[src/design/semrgb_pkg.sv]
// semrgb_pkg: shared types, widths and kernel tables for the rgb sobel edge unit
// no dependencies; used by every module of the unit but semrgb_ram
`default_nettype none

package semrgb_pkg;

  // frame geometry and history store
  localparam int MAX_WIDTH  = 1024;
  localparam int HIST_DEPTH = 2 * MAX_WIDTH + 4;
  localparam int PTR_W      = $clog2(HIST_DEPTH);
  localparam int COL_W      = $clog2(MAX_WIDTH);
  localparam int WID_W      = $clog2(MAX_WIDTH + 1);
  localparam int PEND_W     = $clog2(MAX_WIDTH + 2);
  localparam int ROW_W      = 16;
  localparam int XS_W       = COL_W + 2;
  localparam int YS_W       = ROW_W + 2;
  localparam int DS_W       = PTR_W + 2;

  // reset geometry
  localparam int RESET_WIDTH  = 640;
  localparam int RESET_HEIGHT = 480;

  // pixel and arithmetic widths
  localparam int PIX_W      = 8;
  localparam int RGB_W      = 3 * PIX_W;
  localparam int GRAD_W     = 11;
  localparam int SQ_W       = 20;
  localparam int SUM_W      = 21;
  localparam int ROOT_STEPS = 8;
  localparam int TAPS       = 9;
  localparam int TAP_W      = $clog2(TAPS);

  localparam logic [SUM_W-1:0] SAT_LIMIT = 21'd65280;
  localparam logic [PIX_W-1:0] SAT_VALUE = 8'd255;

  // configuration port
  localparam int CFG_IDX_W   = 1;
  localparam int CFG_DATA_W  = 16;
  localparam int CFG_WIDTH_W = 11;

  typedef enum logic [CFG_IDX_W-1:0] {
    REG_IMAGE_WIDTH  = 1'b0,
    REG_IMAGE_HEIGHT = 1'b1
  } cfg_reg_t;

  // item kinds
  localparam logic KIND_PIXEL = 1'b0;
  localparam logic KIND_FLUSH = 1'b1;

  typedef struct packed {
    logic             kind;
    logic [PIX_W-1:0] red_in;
    logic [PIX_W-1:0] green_in;
    logic [PIX_W-1:0] blue_in;
  } in_item_t;

  typedef struct packed {
    logic [PIX_W-1:0] red_edge;
    logic [PIX_W-1:0] green_edge;
    logic [PIX_W-1:0] blue_edge;
    logic             frame_last;
  } out_item_t;

  // kernel weights, row-major over the 3x3 window
  typedef logic signed [2:0] coef_t;

  localparam coef_t GX_COEF [TAPS] = '{
    -3'sd1, 3'sd0, 3'sd1,
    -3'sd2, 3'sd0, 3'sd2,
    -3'sd1, 3'sd0, 3'sd1
  };

  localparam coef_t GY_COEF [TAPS] = '{
    -3'sd1, -3'sd2, -3'sd1,
     3'sd0,  3'sd0,  3'sd0,
     3'sd1,  3'sd2,  3'sd1
  };

  // commands from the sequencer to every colour lane
  typedef struct packed {
    logic                  clear;
    logic                  acc;
    coef_t                 coef_x;
    coef_t                 coef_y;
    logic                  square;
    logic                  sum;
    logic                  root_step;
    logic [ROOT_STEPS-1:0] root_bit;
    logic                  finish;
  } lane_ctrl_t;

endpackage

`default_nettype wire

[src/design/semrgb_lane.sv]
// semrgb_lane: one colour channel; gradient accumulation, squares and rounded root
// depends on semrgb_pkg
`default_nettype none

module semrgb_lane (
  input  wire logic                          clk,
  input  wire semrgb_pkg::lane_ctrl_t        ctrl,
  input  wire logic [semrgb_pkg::PIX_W-1:0]  pix,
  output logic      [semrgb_pkg::PIX_W-1:0]  result
);

  logic signed [semrgb_pkg::GRAD_W-1:0]   gx;
  logic signed [semrgb_pkg::GRAD_W-1:0]   gy;
  logic signed [semrgb_pkg::GRAD_W-1:0]   term_x;
  logic signed [semrgb_pkg::GRAD_W-1:0]   term_y;
  logic signed [2*semrgb_pkg::GRAD_W-1:0] prod_x;
  logic signed [2*semrgb_pkg::GRAD_W-1:0] prod_y;
  logic [semrgb_pkg::SQ_W-1:0]            sqx;
  logic [semrgb_pkg::SQ_W-1:0]            sqy;
  logic [semrgb_pkg::SUM_W-1:0]           mag_sq;
  logic [semrgb_pkg::PIX_W-1:0]           root;
  logic [semrgb_pkg::PIX_W-1:0]           trial;
  logic [2*semrgb_pkg::PIX_W-1:0]         trial_sq;
  logic [2*semrgb_pkg::PIX_W-1:0]         root_sq;
  logic [semrgb_pkg::SUM_W-1:0]           root_bound;
  logic [semrgb_pkg::PIX_W-1:0]           result_q;

  // pixel times a kernel weight of -2..2
  function automatic logic signed [semrgb_pkg::GRAD_W-1:0] weigh(
    input logic [semrgb_pkg::PIX_W-1:0] p,
    input semrgb_pkg::coef_t            c
  );
    logic signed [semrgb_pkg::GRAD_W-1:0] ext;
    ext = signed'(semrgb_pkg::GRAD_W'(p));
    unique case (c)
      3'sd1:   weigh = ext;
      3'sd2:   weigh = ext <<< 1;
      -3'sd1:  weigh = -ext;
      -3'sd2:  weigh = -(ext <<< 1);
      default: weigh = '0;
    endcase
  endfunction

  // weighted taps, squares and root trial
  always_comb begin
    term_x     = weigh(pix, ctrl.coef_x);
    term_y     = weigh(pix, ctrl.coef_y);
    prod_x     = gx * gx;
    prod_y     = gy * gy;
    trial      = root | ctrl.root_bit;
    trial_sq   = trial * trial;
    root_sq    = root * root;
    root_bound = semrgb_pkg::SUM_W'(root_sq) + semrgb_pkg::SUM_W'(root);
  end

  // gradient sums, one tap a cycle
  always_ff @(posedge clk) begin
    if (ctrl.clear) begin
      gx <= '0;
      gy <= '0;
    end else if (ctrl.acc) begin
      gx <= gx + term_x;
      gy <= gy + term_y;
    end
  end

  // squared magnitude over two stages
  always_ff @(posedge clk) begin
    if (ctrl.square) begin
      sqx <= prod_x[semrgb_pkg::SQ_W-1:0];
      sqy <= prod_y[semrgb_pkg::SQ_W-1:0];
    end
    if (ctrl.sum) begin
      mag_sq <= semrgb_pkg::SUM_W'(sqx) + semrgb_pkg::SUM_W'(sqy);
    end
  end

  // bit-serial floor root, then round up past the half point or saturate
  always_ff @(posedge clk) begin
    if (ctrl.sum) begin
      root <= '0;
    end else if (ctrl.root_step) begin
      if (semrgb_pkg::SUM_W'(trial_sq) <= mag_sq) begin
        root <= trial;
      end
    end
    if (ctrl.finish) begin
      if (mag_sq > semrgb_pkg::SAT_LIMIT) begin
        result_q <= semrgb_pkg::SAT_VALUE;
      end else if (mag_sq > root_bound) begin
        result_q <= root + semrgb_pkg::PIX_W'(1);
      end else begin
        result_q <= root;
      end
    end
  end

  assign result = result_q;

endmodule

`default_nettype wire

[config.mk]
export PLATFORM = sky130hd
export DESIGN_NAME = semrgb_lane
export DESIGN_NICKNAME = d
export VERILOG_FILES = /design/src/design/semrgb_pkg.sv /design/src/design/semrgb_lane.sv
export SDC_FILE = /design/constraint.sdc
export NUM_CORES = 1
export LEC_CHECK = 0
export ABC_AREA = 1
export BUFFER_PORTS_ARGS = -buffer_cell sky130_fd_sc_hd__buf_2
export CORE_MARGIN = 2
export CORE_UTILIZATION = 45
export DETAILED_ROUTE_END_ITERATION = 10
export PLACE_DENSITY_LB_ADDON = 0.3
export REMOVE_ABC_BUFFERS = 1
export SETUP_SLACK_MARGIN = 0.1
export SYNTH_ARGS = -nofsm -noshare
export SYNTH_HDL_FRONTEND = slang
export SYNTH_SLANG_ARGS = --single-unit
[constraint.sdc]
create_clock -name clk -period 6.1 [get_ports clk]
set_input_delay 1.22 -clock clk [delete_from_list [all_inputs] [get_ports clk]]
set_output_delay 1.22 -clock clk [all_outputs]
set_load 0.03 [all_outputs]
* After elaboration in Yosys (flattened, before gate mapping)
Cells that the tools add are included.
** Storage, ports and cells
- Input port bits :: 29
- Register bits after elaboration :: 99
- Logic and storage cells :: 34
- Output and inout bits :: 8
** Cells by class
- Mux-type cells :: 3
- Order comparisons :: 3
- Eq/ne operators :: 8
- Add/sub/neg operators :: 7
- Reductions and logical operators :: 1
- Multipliers :: 4
- Bitwise logic cells :: 1
** Operators with widths (number)
- 11-bit case mux with 4 select lines :: 2
- 11-bit by 11-bit multiplier with 20-bit output :: 2
- 8-bit by 8-bit multiplier with 16-bit output :: 2
- 11-bit adder :: 2
- 20-bit by 20-bit adder with 21-bit output :: 1
- 21-bit by 16-bit greater-than comparator with 1-bit output, second input constant :: 1
- 21-bit by 17-bit greater-than comparator with 1-bit output :: 1
- 16-bit by 21-bit less-or-equal comparator with 1-bit output :: 1
- 16-bit by 8-bit adder with 17-bit output :: 1
- 3-bit equality test, second input constant :: 4
- 8-bit negation with 11-bit output :: 1
- 9-bit negation with 11-bit output :: 1
- 8-bit by 1-bit adder with 8-bit output, second input constant :: 1
- 8-bit 2-to-1 mux :: 1
- 8-bit OR :: 1
- 3-bit by 1-bit equality test with 1-bit output, second input constant :: 2
- 3-bit by 2-bit equality test with 1-bit output, second input constant :: 2
- 2-bit AND reduction :: 1

* Longest topological paths before layout
Gate-level depths: netlist (run 1).
- Depth in word-level cells :: 4
- Gate-level depth with buffers :: 31
- Gate-level depth less buffers :: 30

* Least setup slack after synthesis (run 1)
No wires, ideal clock.
- Kind :: input to register
- From :: input port ctrl[6] (netlist name)
- To :: register root[5] (netlist name)
- Path buffers :: 0
- Slack :: 0.106 ns
- Cell stages on the path :: 26
- Setup time :: 0.122 ns
- Data required time :: 5.978 ns
- Arrival time :: 5.871 ns
- Cells stage by stage :: nor2_1 -> inv_1 -> nand2_1 -> fa_1 -> inv_1 -> fa_1 -> fa_1 -> inv_1 -> fa_1 -> inv_1 -> ha_1 -> a21oi_1 -> o21a_1 -> nand2_1 -> a21oi_1 -> xor2_1 -> inv_1 -> ha_1 -> nand2_1 -> nor2_1 -> nand2_1 -> nand3b_1 -> nand3_1 -> nand2_1 -> nand2_2 -> a21oi_1
** On the way
- Cells in the longest elaborated chain, start to end :: 4
** RTL lines
- start, declared :: line semrgb_lane.sv:7 : input wire semrgb_pkg::lane_ctrl_t ctrl,
- 8-bit OR * :: line semrgb_lane.sv:50 : trial = root | ctrl.root_bit;
- net trial (one bit) :: line semrgb_lane.sv:22 : logic [semrgb_pkg::PIX_W-1:0] trial;
- 8-bit by 8-bit multiplier with 16-bit output :: line semrgb_lane.sv:51 : trial_sq = trial * trial;
- 16-bit by 21-bit less-or-equal comparator with 1-bit output :: line semrgb_lane.sv:83 : if (semrgb_pkg::SUM_W'(trial_sq) <= mag_sq) begin
- 2-bit AND reduction (no source line)
- end signal, assigned :: line semrgb_lane.sv:84 : root <= trial;
- end, declared :: line semrgb_lane.sv:21 : logic [semrgb_pkg::PIX_W-1:0] root;
Mark *: on every way through the listed nets, which the timed path passes. The rest lies on a longest branch.
A chain may end at the register's enable or synchronous reset.

* Worst setup path in the final report (run 1)
- From :: input port ctrl[4] (netlist name)
- To :: register root[3] (netlist name)
** On the way
- Cells in the longest elaborated chain, start to end :: 4
** RTL lines (line)
- 8-bit OR * :: semrgb_lane.sv:50
- 8-bit by 8-bit multiplier with 16-bit output :: semrgb_lane.sv:51
- 16-bit by 21-bit less-or-equal comparator with 1-bit output :: semrgb_lane.sv:83
- 2-bit AND reduction (no source line)
Every way passes the cells marked *; elsewhere a longest branch is shown, timed or not.

==> summary.md, run 1 <==
| Metric | Value |
|---|---|
| Worst Tran Pin Value | 0.852 ns |
| Final #Nets | 2,885 |
| Clk sinks | 97 |
| Synth Register Bits | 97 |
| Post-CTS Hold Buffers | 0 |
| Cell Area, Placed | 19,400 µm² |
| Final core utilization | 48.7% |
| Cell Rows | 74 |
| Post-Syn Area | 18,400 µm² |
| Synth area leader | fa_1 |
| Clock Tree Buf Depth | 2 |
| Drt first pass iters | 5 |
| Post-route ant nets | 0 |
| Final Cell Area | 19,700 µm² |
| Port Buffers | 36 |
| Fillers | 4,007 |
| Final setup viols | 0 |
| Critical path endpoint category | register |
| Post-layout min period | 5.78 ns |
| Worst min-delay path category | reg -> reg |
| CP Class | in -> reg |
| Post-synth top cells | inv_1 (612), nand2_1 (460), fa_1 (252) |
| Max Cap Viol | 0 |
| Full die area | 42,500 µm² |
| Antenna Cells | 0 |
| Final Slew Violations | 0 |
| Status | finished, final reports clean |
| Part of the cycle the worst path needs | 94.8% |
| Drc violations | 0 |
| Routed vias | 14,400 |
| Unrepaired setup endpoints after global routing | no |
| WHS | 0.594 ns |
| Critical path arrival | 6.02 ns |
| Critical Path Start Type | input pin |
| Most used DFF post-synth | edfxtp_1 |
| GPL Wtd Cong | 0.939 |
| Crit Path Max Fanout | 8 |
| Root Driver | clkbuf_16 |
| Detailed Route Iter0 Violations | 701 |
| First-pass GRT wire length | 70,100 µm |
| Max frequency | 173 MHz |
| Share of layout cells above drive strength 1 | 6.67% |
| CTS Buf Count | 9 |
| Register area share after synthesis | 14.2% |
| Die width | 206 µm |
| Antenna violations before repair | 1 |
| Clk slew on worst S/H paths | 0.07 ns |
| Starting Density | 45.4% |
| Routed vias/inst | 4.90 |
| Pwr Density | 294 nW/µm² |
| Area growth, synth to finish | 7.31% |
| GRT Overall Usage | 20.3% |
| CTS H-tree depth | 3 |
| Synthesized area per cell | 7.85 µm² |
| CP required | 6.34 ns |
| Yosys cell types | 47 |
| Leak | 11.1 nW |
| Top cell type's share of synthesized area | 27.4% |
| Wirelength per Cell | 13.8 µm |
| Total congestion overflow | 0 |
| Largest cells by area after synthesis | fa_1 (27%), ha_1 (14%), inv_1 (12%), edfxtp_1 (11%), nand2_1 (9.4%) |
| Maximum vdd ir drop | 0.217 mV |
| Core Region | 40,600 µm² |
| Skew-Pair Late Insertion Delay | 0.36 ns |
| Slew HR | 43.2% |
| Count leader, synth | inv_1 |
| Largest net degree at the start of global routing | 39 |
| Die height | 206 µm |
| Worst Clk Skew | 0.0101 ns |
| Gate Count Post-Synth | 2,344 |
| Routed WL | 40,400 µm |
| Post-synth ARST share | 0% |
| IO Pins | 37 |
| CTS tree | built |
| Number of global-route vias before repair | 15,200 |
| Setup TNS Final | 0 ns |
| Post-synth EDFFs | 67 |
| Yosys warns | 0 |
| Dpl hpwl | 34,800 µm |
| Final hold vios | 0 |
-- repair_timing --
action,4_1_cts,5_1_grt
endpoints found under the setup margin,0,16
resized for setup,0,24
setup buffers,0,0
-- path summary, 6_finish.rpt --
path / depth (start not counted) / to / slack (ns) / start
setup / recovery: 27 / root[3] / 0.32 / ctrl[4]
hold / removal: 2 / root[2] / 0.59 / root[2]
setup reg to reg: 23 / result[6] / 0.48 / root[6]
hold reg to reg: 2 / root[2] / 0.59 / root[2]
-- per-layer routing --
metal	GRT usage, %	wire length [µm]	part of all wire [%]	vias up
met2	37.2	20600	51	220
met5	0	7	0.017	-
met4	5.66	1110	2.8	2
li1	-	-	-	7262
met1	25.0	17600	43	6820
met3	2.25	1130	2.8	57
-- layout by cell type, fill, tap and decap left out, drive strengths merged, types with 3 or more instances in the layout --
master,instances
o21bai,6
nand3b,9
buf,78
clkinv,3
nor2,155
ha,211
edfxtp,67
nand4,22
o221ai,6
o211ai,10
o31ai,3
a21o,15
o21a,3
a21oi,120
dfxtp,30
clkbuf,9
xnor2,31
inv,632
xor2,71
fa,252
nand3,87
o22ai,9
o2111ai,4
or2,9
a31oi,3
o21ai,54
nand2,464
nor3,27
-- final cells by class --
cell class | instances | area (µm²) | share of cell area [%]
Clock inverter | 7 | 66.3 | 0.336
Tap cell | 532 | 666 | 3.37
Inverter | 628 | 2360 | 11.9
Sequential cell | 97 | 2620 | 13.3
Clock buffer | 9 | 225 | 1.14
Timing Repair Buffer | 78 | 495 | 2.51
Multi-Input combinational cell | 1579 | 13300 | 67.4
-- sequential cells by signal, indices dropped and copies added (netlist names) --
register and count:
mag_sq 21, sqx 19, sqy 19, gx 11, gy 11, result 8, root 8
-- stage by stage --
stage	power (W)	std cells	setup WS [ns]
3_3_place_gp	0.00508	2914	-0.133
4_1_cts	0.00576	2930	0.181
3_5_place_dp	0.00515	2914	-0.194
6_report	0.00580	2930	0.317
5_1_grt	0.00650	2930	0.0833
2_1_floorplan	0.00407	2304	0.106
-- where the power goes --
| group | total [W] | switching [W] | internal (W) |
|---|---|---|---|
| clock | 0.000569 | 0.000281 | 0.000289 |
| combinational | 0.00410 | 0.00247 | 0.00163 |
| sequential | 0.00114 | 0.000173 | 0.000963 |
-- cells by family (layout without fill, tap and decap cells) --
logic type / after synthesis / count (layout) / synth area share, %
AOI/OAI and AO/OA: 239 / 239 / 7.40
xor gates and xnor gates: 102 / 102 / 4.85
adders and majority gates: 463 / 463 / 41.8
buffers and inverters: 668 / 722 / 13.8
DFF: 97 / 97 / 14.2
and+or+nand+nor: 775 / 775 / 18.0
-- critical path, cell delays in order --
cell and delay, ns:
buf_2 0.08, nor2_1 0.04, buf_4 0.15, nor2_2 0.13
inv_1 0.07, fa_1 0.47, inv_1 0.05, fa_1 0.47
inv_1 0.05, fa_1 0.52, fa_1 0.56, inv_1 0.04
ha_1 0.34, a21oi_1 0.17, o21ai_1 0.10, a21oi_1 0.27
o211ai_1 0.15, nand2_1 0.08, inv_1 0.04, ha_1 0.29
nand4_1 0.13, nor2_2 0.12, nand3b_1 0.09, nand3_1 0.10
nand2_2 0.09, nand2_4 0.11, a21oi_1 0.08
Note: power is estimated with default switching activity, not from simulation.
==> run 2, diff against run 1 <==
--- a/config.mk
+++ b/config.mk
@@ -7,6 +7,8 @@
 export LEC_CHECK = 0
 export ABC_AREA = 1
 export BUFFER_PORTS_ARGS = -buffer_cell sky130_fd_sc_hd__buf_2
+export CELL_PAD_IN_SITES_DETAIL_PLACEMENT = 0
+export CELL_PAD_IN_SITES_GLOBAL_PLACEMENT = 1
 export CORE_MARGIN = 2
 export CORE_UTILIZATION = 45
 export DETAILED_ROUTE_END_ITERATION = 10
==> summary.md, run 2 (synthesis gave the netlist of run 1 again) <==
| Metric | Value |
|---|---|
| Number of global-route vias before repair | 14,900 (-1.8%) |
| Max FFs per register | 21 (unchanged) |
| IO Pins | 37 (unchanged) |
| Leading registers by flop count | mag_sq: 21 flops, sqx: 19 flops, sqy: 19 flops |
| Cell Area, Placed | 19,400 µm² (+0.27%) |
| Slew HR | 43.6% (+0.35 points) |
| Cell Rows | 74 (unchanged) |
| Leak | 11.1 nW (+0.32%) |
| Non-filler instance count after layout | 2,937 (+0.24%) |
| Commonest cells after routing, fill and taps aside | inv_1 (612), nand2_1 (458), fa_1 (252), ha_1 (209), nor2_1 (139) |
| Final core utilization | 48.8% (+0.15 points) |
| CTS Buf Count | 9 (unchanged) |
| GPL Wtd Cong | 0.903 (-3.9%) |
| First-pass GRT wire length | 71,500 µm (+2.0%) |
| Final #Nets | 2,892 (+0.24%) |
| Skew-Pair Late Insertion Delay | 0.36 ns (about the same) |
| Post-CTS Hold Buffers | 0 (unchanged) |
| Core Region | 40,600 µm² (unchanged) |
| Share of layout cells above drive strength 1 | 6.86% (+0.19 points) |
| Clock Tree Buf Depth | 2 (unchanged) |
| Critical path endpoint category | register |
| Detailed Route Iter0 Violations | 667 (-4.9%) |
| Postcts setup bufs | 0 (unchanged) |
| CP required | 6.35 ns (about the same) |
| CTS tree | built |
| CP peak stage delay | 0.55 ns (about the same) |
| Starting Density | 45.4% (unchanged) |
| Routed vias/inst | 4.86 (-0.88%) |
| Area growth, synth to finish | 7.64% |
| Clk sinks | 97 (unchanged) |
| Post-layout min period | 5.67 ns (-0.109 ns) |
| Most flops, register | mag_sq |
| Leading cell type in the layout, fill and taps excluded | inv_1 |
| Critical path buffer and inverter count | 7 (unchanged) |
| Critical Path Start Type | input pin |
| Wirelength per Cell | 14.0 µm (+1.5%) |
| Routed WL | 41,100 µm (+1.7%) |
| Post-cts resize count | 0 (unchanged) |
| Crit Path Max Fanout | 8 (unchanged) |
| Clk slew on worst S/H paths | 0.07 ns (about the same) |
| Max Cap Viol | 0 (unchanged) |
| Critical path arrival | 5.92 ns (-0.10 ns) |
| CTS H-tree depth | 3 (unchanged) |
| Post-route ant nets | 0 (unchanged) |
| Slowest-stage cell, CP | fa_1 |
| Drc violations | 0 (unchanged) |
| Part of the cycle the worst path needs | 93.0% (-1.8 points) |
| Worst path most repeated cell | inv_1 |
| Status | finished, final reports clean |
| Antenna violations before repair | 0 (-1) |
| Die height | 206 µm (unchanged) |
| Unrepaired setup endpoints after global routing | no |
| Port Buffers | 36 (unchanged) |
| Pwr Density | 295 nW/µm² (+0.30%) |
| Full die area | 42,500 µm² (unchanged) |
| Total congestion overflow | 0 (unchanged) |
| Final setup viols | 0 (unchanged) |
| Final hold vios | 0 (unchanged) |
| GRT Overall Usage | 20.9% (+0.60 points) |
| Largest net degree at the start of global routing | 39 (unchanged) |
| Dpl hpwl | 35,300 µm (+1.4%) |
| Placed cell count | 2,921 (+0.24%) |
| Routed vias | 14,300 (-0.64%) |
| CP Class | in -> reg |
| Antenna Cells | 0 (unchanged) |
| Worst Clk Skew | 0.00671 ns (-0.00341 ns) |
| Drt first pass iters | 5 (unchanged) |
| Setup TNS Final | 0 ns (unchanged) |
| Worst Tran Pin Value | 0.846 ns (-0.00522 ns) |
| Maximum vdd ir drop | 0.280 mV (+29%) |
| Cell family with most CP delay | adder cells |
| Worst min-delay path category | reg -> reg |
| Die width | 206 µm (unchanged) |
| Final Slew Violations | 0 (unchanged) |
| Root Driver | clkbuf_16 |
| Final Cell Area | 19,800 µm² (+0.30%) |
| Max frequency | 176 MHz (+1.9%) |
-- run 2: worst paths after layout --
kind | startpoint | end | slack, ns | cells after the start
max | ctrl[6] | root[1] | 0.43 | 28
max reg2reg | root[4] | result[0] | 0.48 | 23
min reg2reg | sqx[0] | mag_sq[0] | 0.57 | 1
min | sqx[0] | mag_sq[0] | 0.57 | 1
-- run 2: power by group --
| part | internal [W] | switching, W | leakage, nW |
|---|---|---|---|
| clock | 0.000289 | 0.000287 | 0.146 |
| sequential | 0.000963 | 0.000182 | 0.897 |
| combinational | 0.00165 | 0.00247 | 10.1 |
-- run 2: area by class of cell --
type	count	area [µm²]
clock buffer	9	225
clock inverter	7	71.3
fill	4013	20700
inverter	628	2360
multi-input combinational	1579	13300
sequential	97	2610
tap	532	666
timing repair buffer	85	548
-- run 2: through the flow --
| step | worst slack (ns) | hold slack (ns) | total power [W] |
|---|---|---|---|
| 2_1_floorplan | 0.106 | 0.513 | 0.00407 |
| 3_3_place_gp | -0.154 | 0.549 | 0.00508 |
| 3_5_place_dp | -0.142 | 0.551 | 0.00514 |
| 4_1_cts | 0.211 | 0.576 | 0.00575 |
| 5_1_grt | 0.0822 | 0.581 | 0.00658 |
| 6_report | 0.426 | 0.565 | 0.00584 |
-- run 2: metal layers --
metal | vias to the layer above | track usage, % | share of wire (%) | wire length, µm
li1 | 7261 | - | - | -
met1 | 6819 | 26.4 | 44 | 18200
met2 | 160 | 39.1 | 52 | 21500
met3 | 29 | 1.99 | 2.2 | 886
met4 | 0 | 3.27 | 1.2 | 506
met5 | - | 0 | 0 | 0
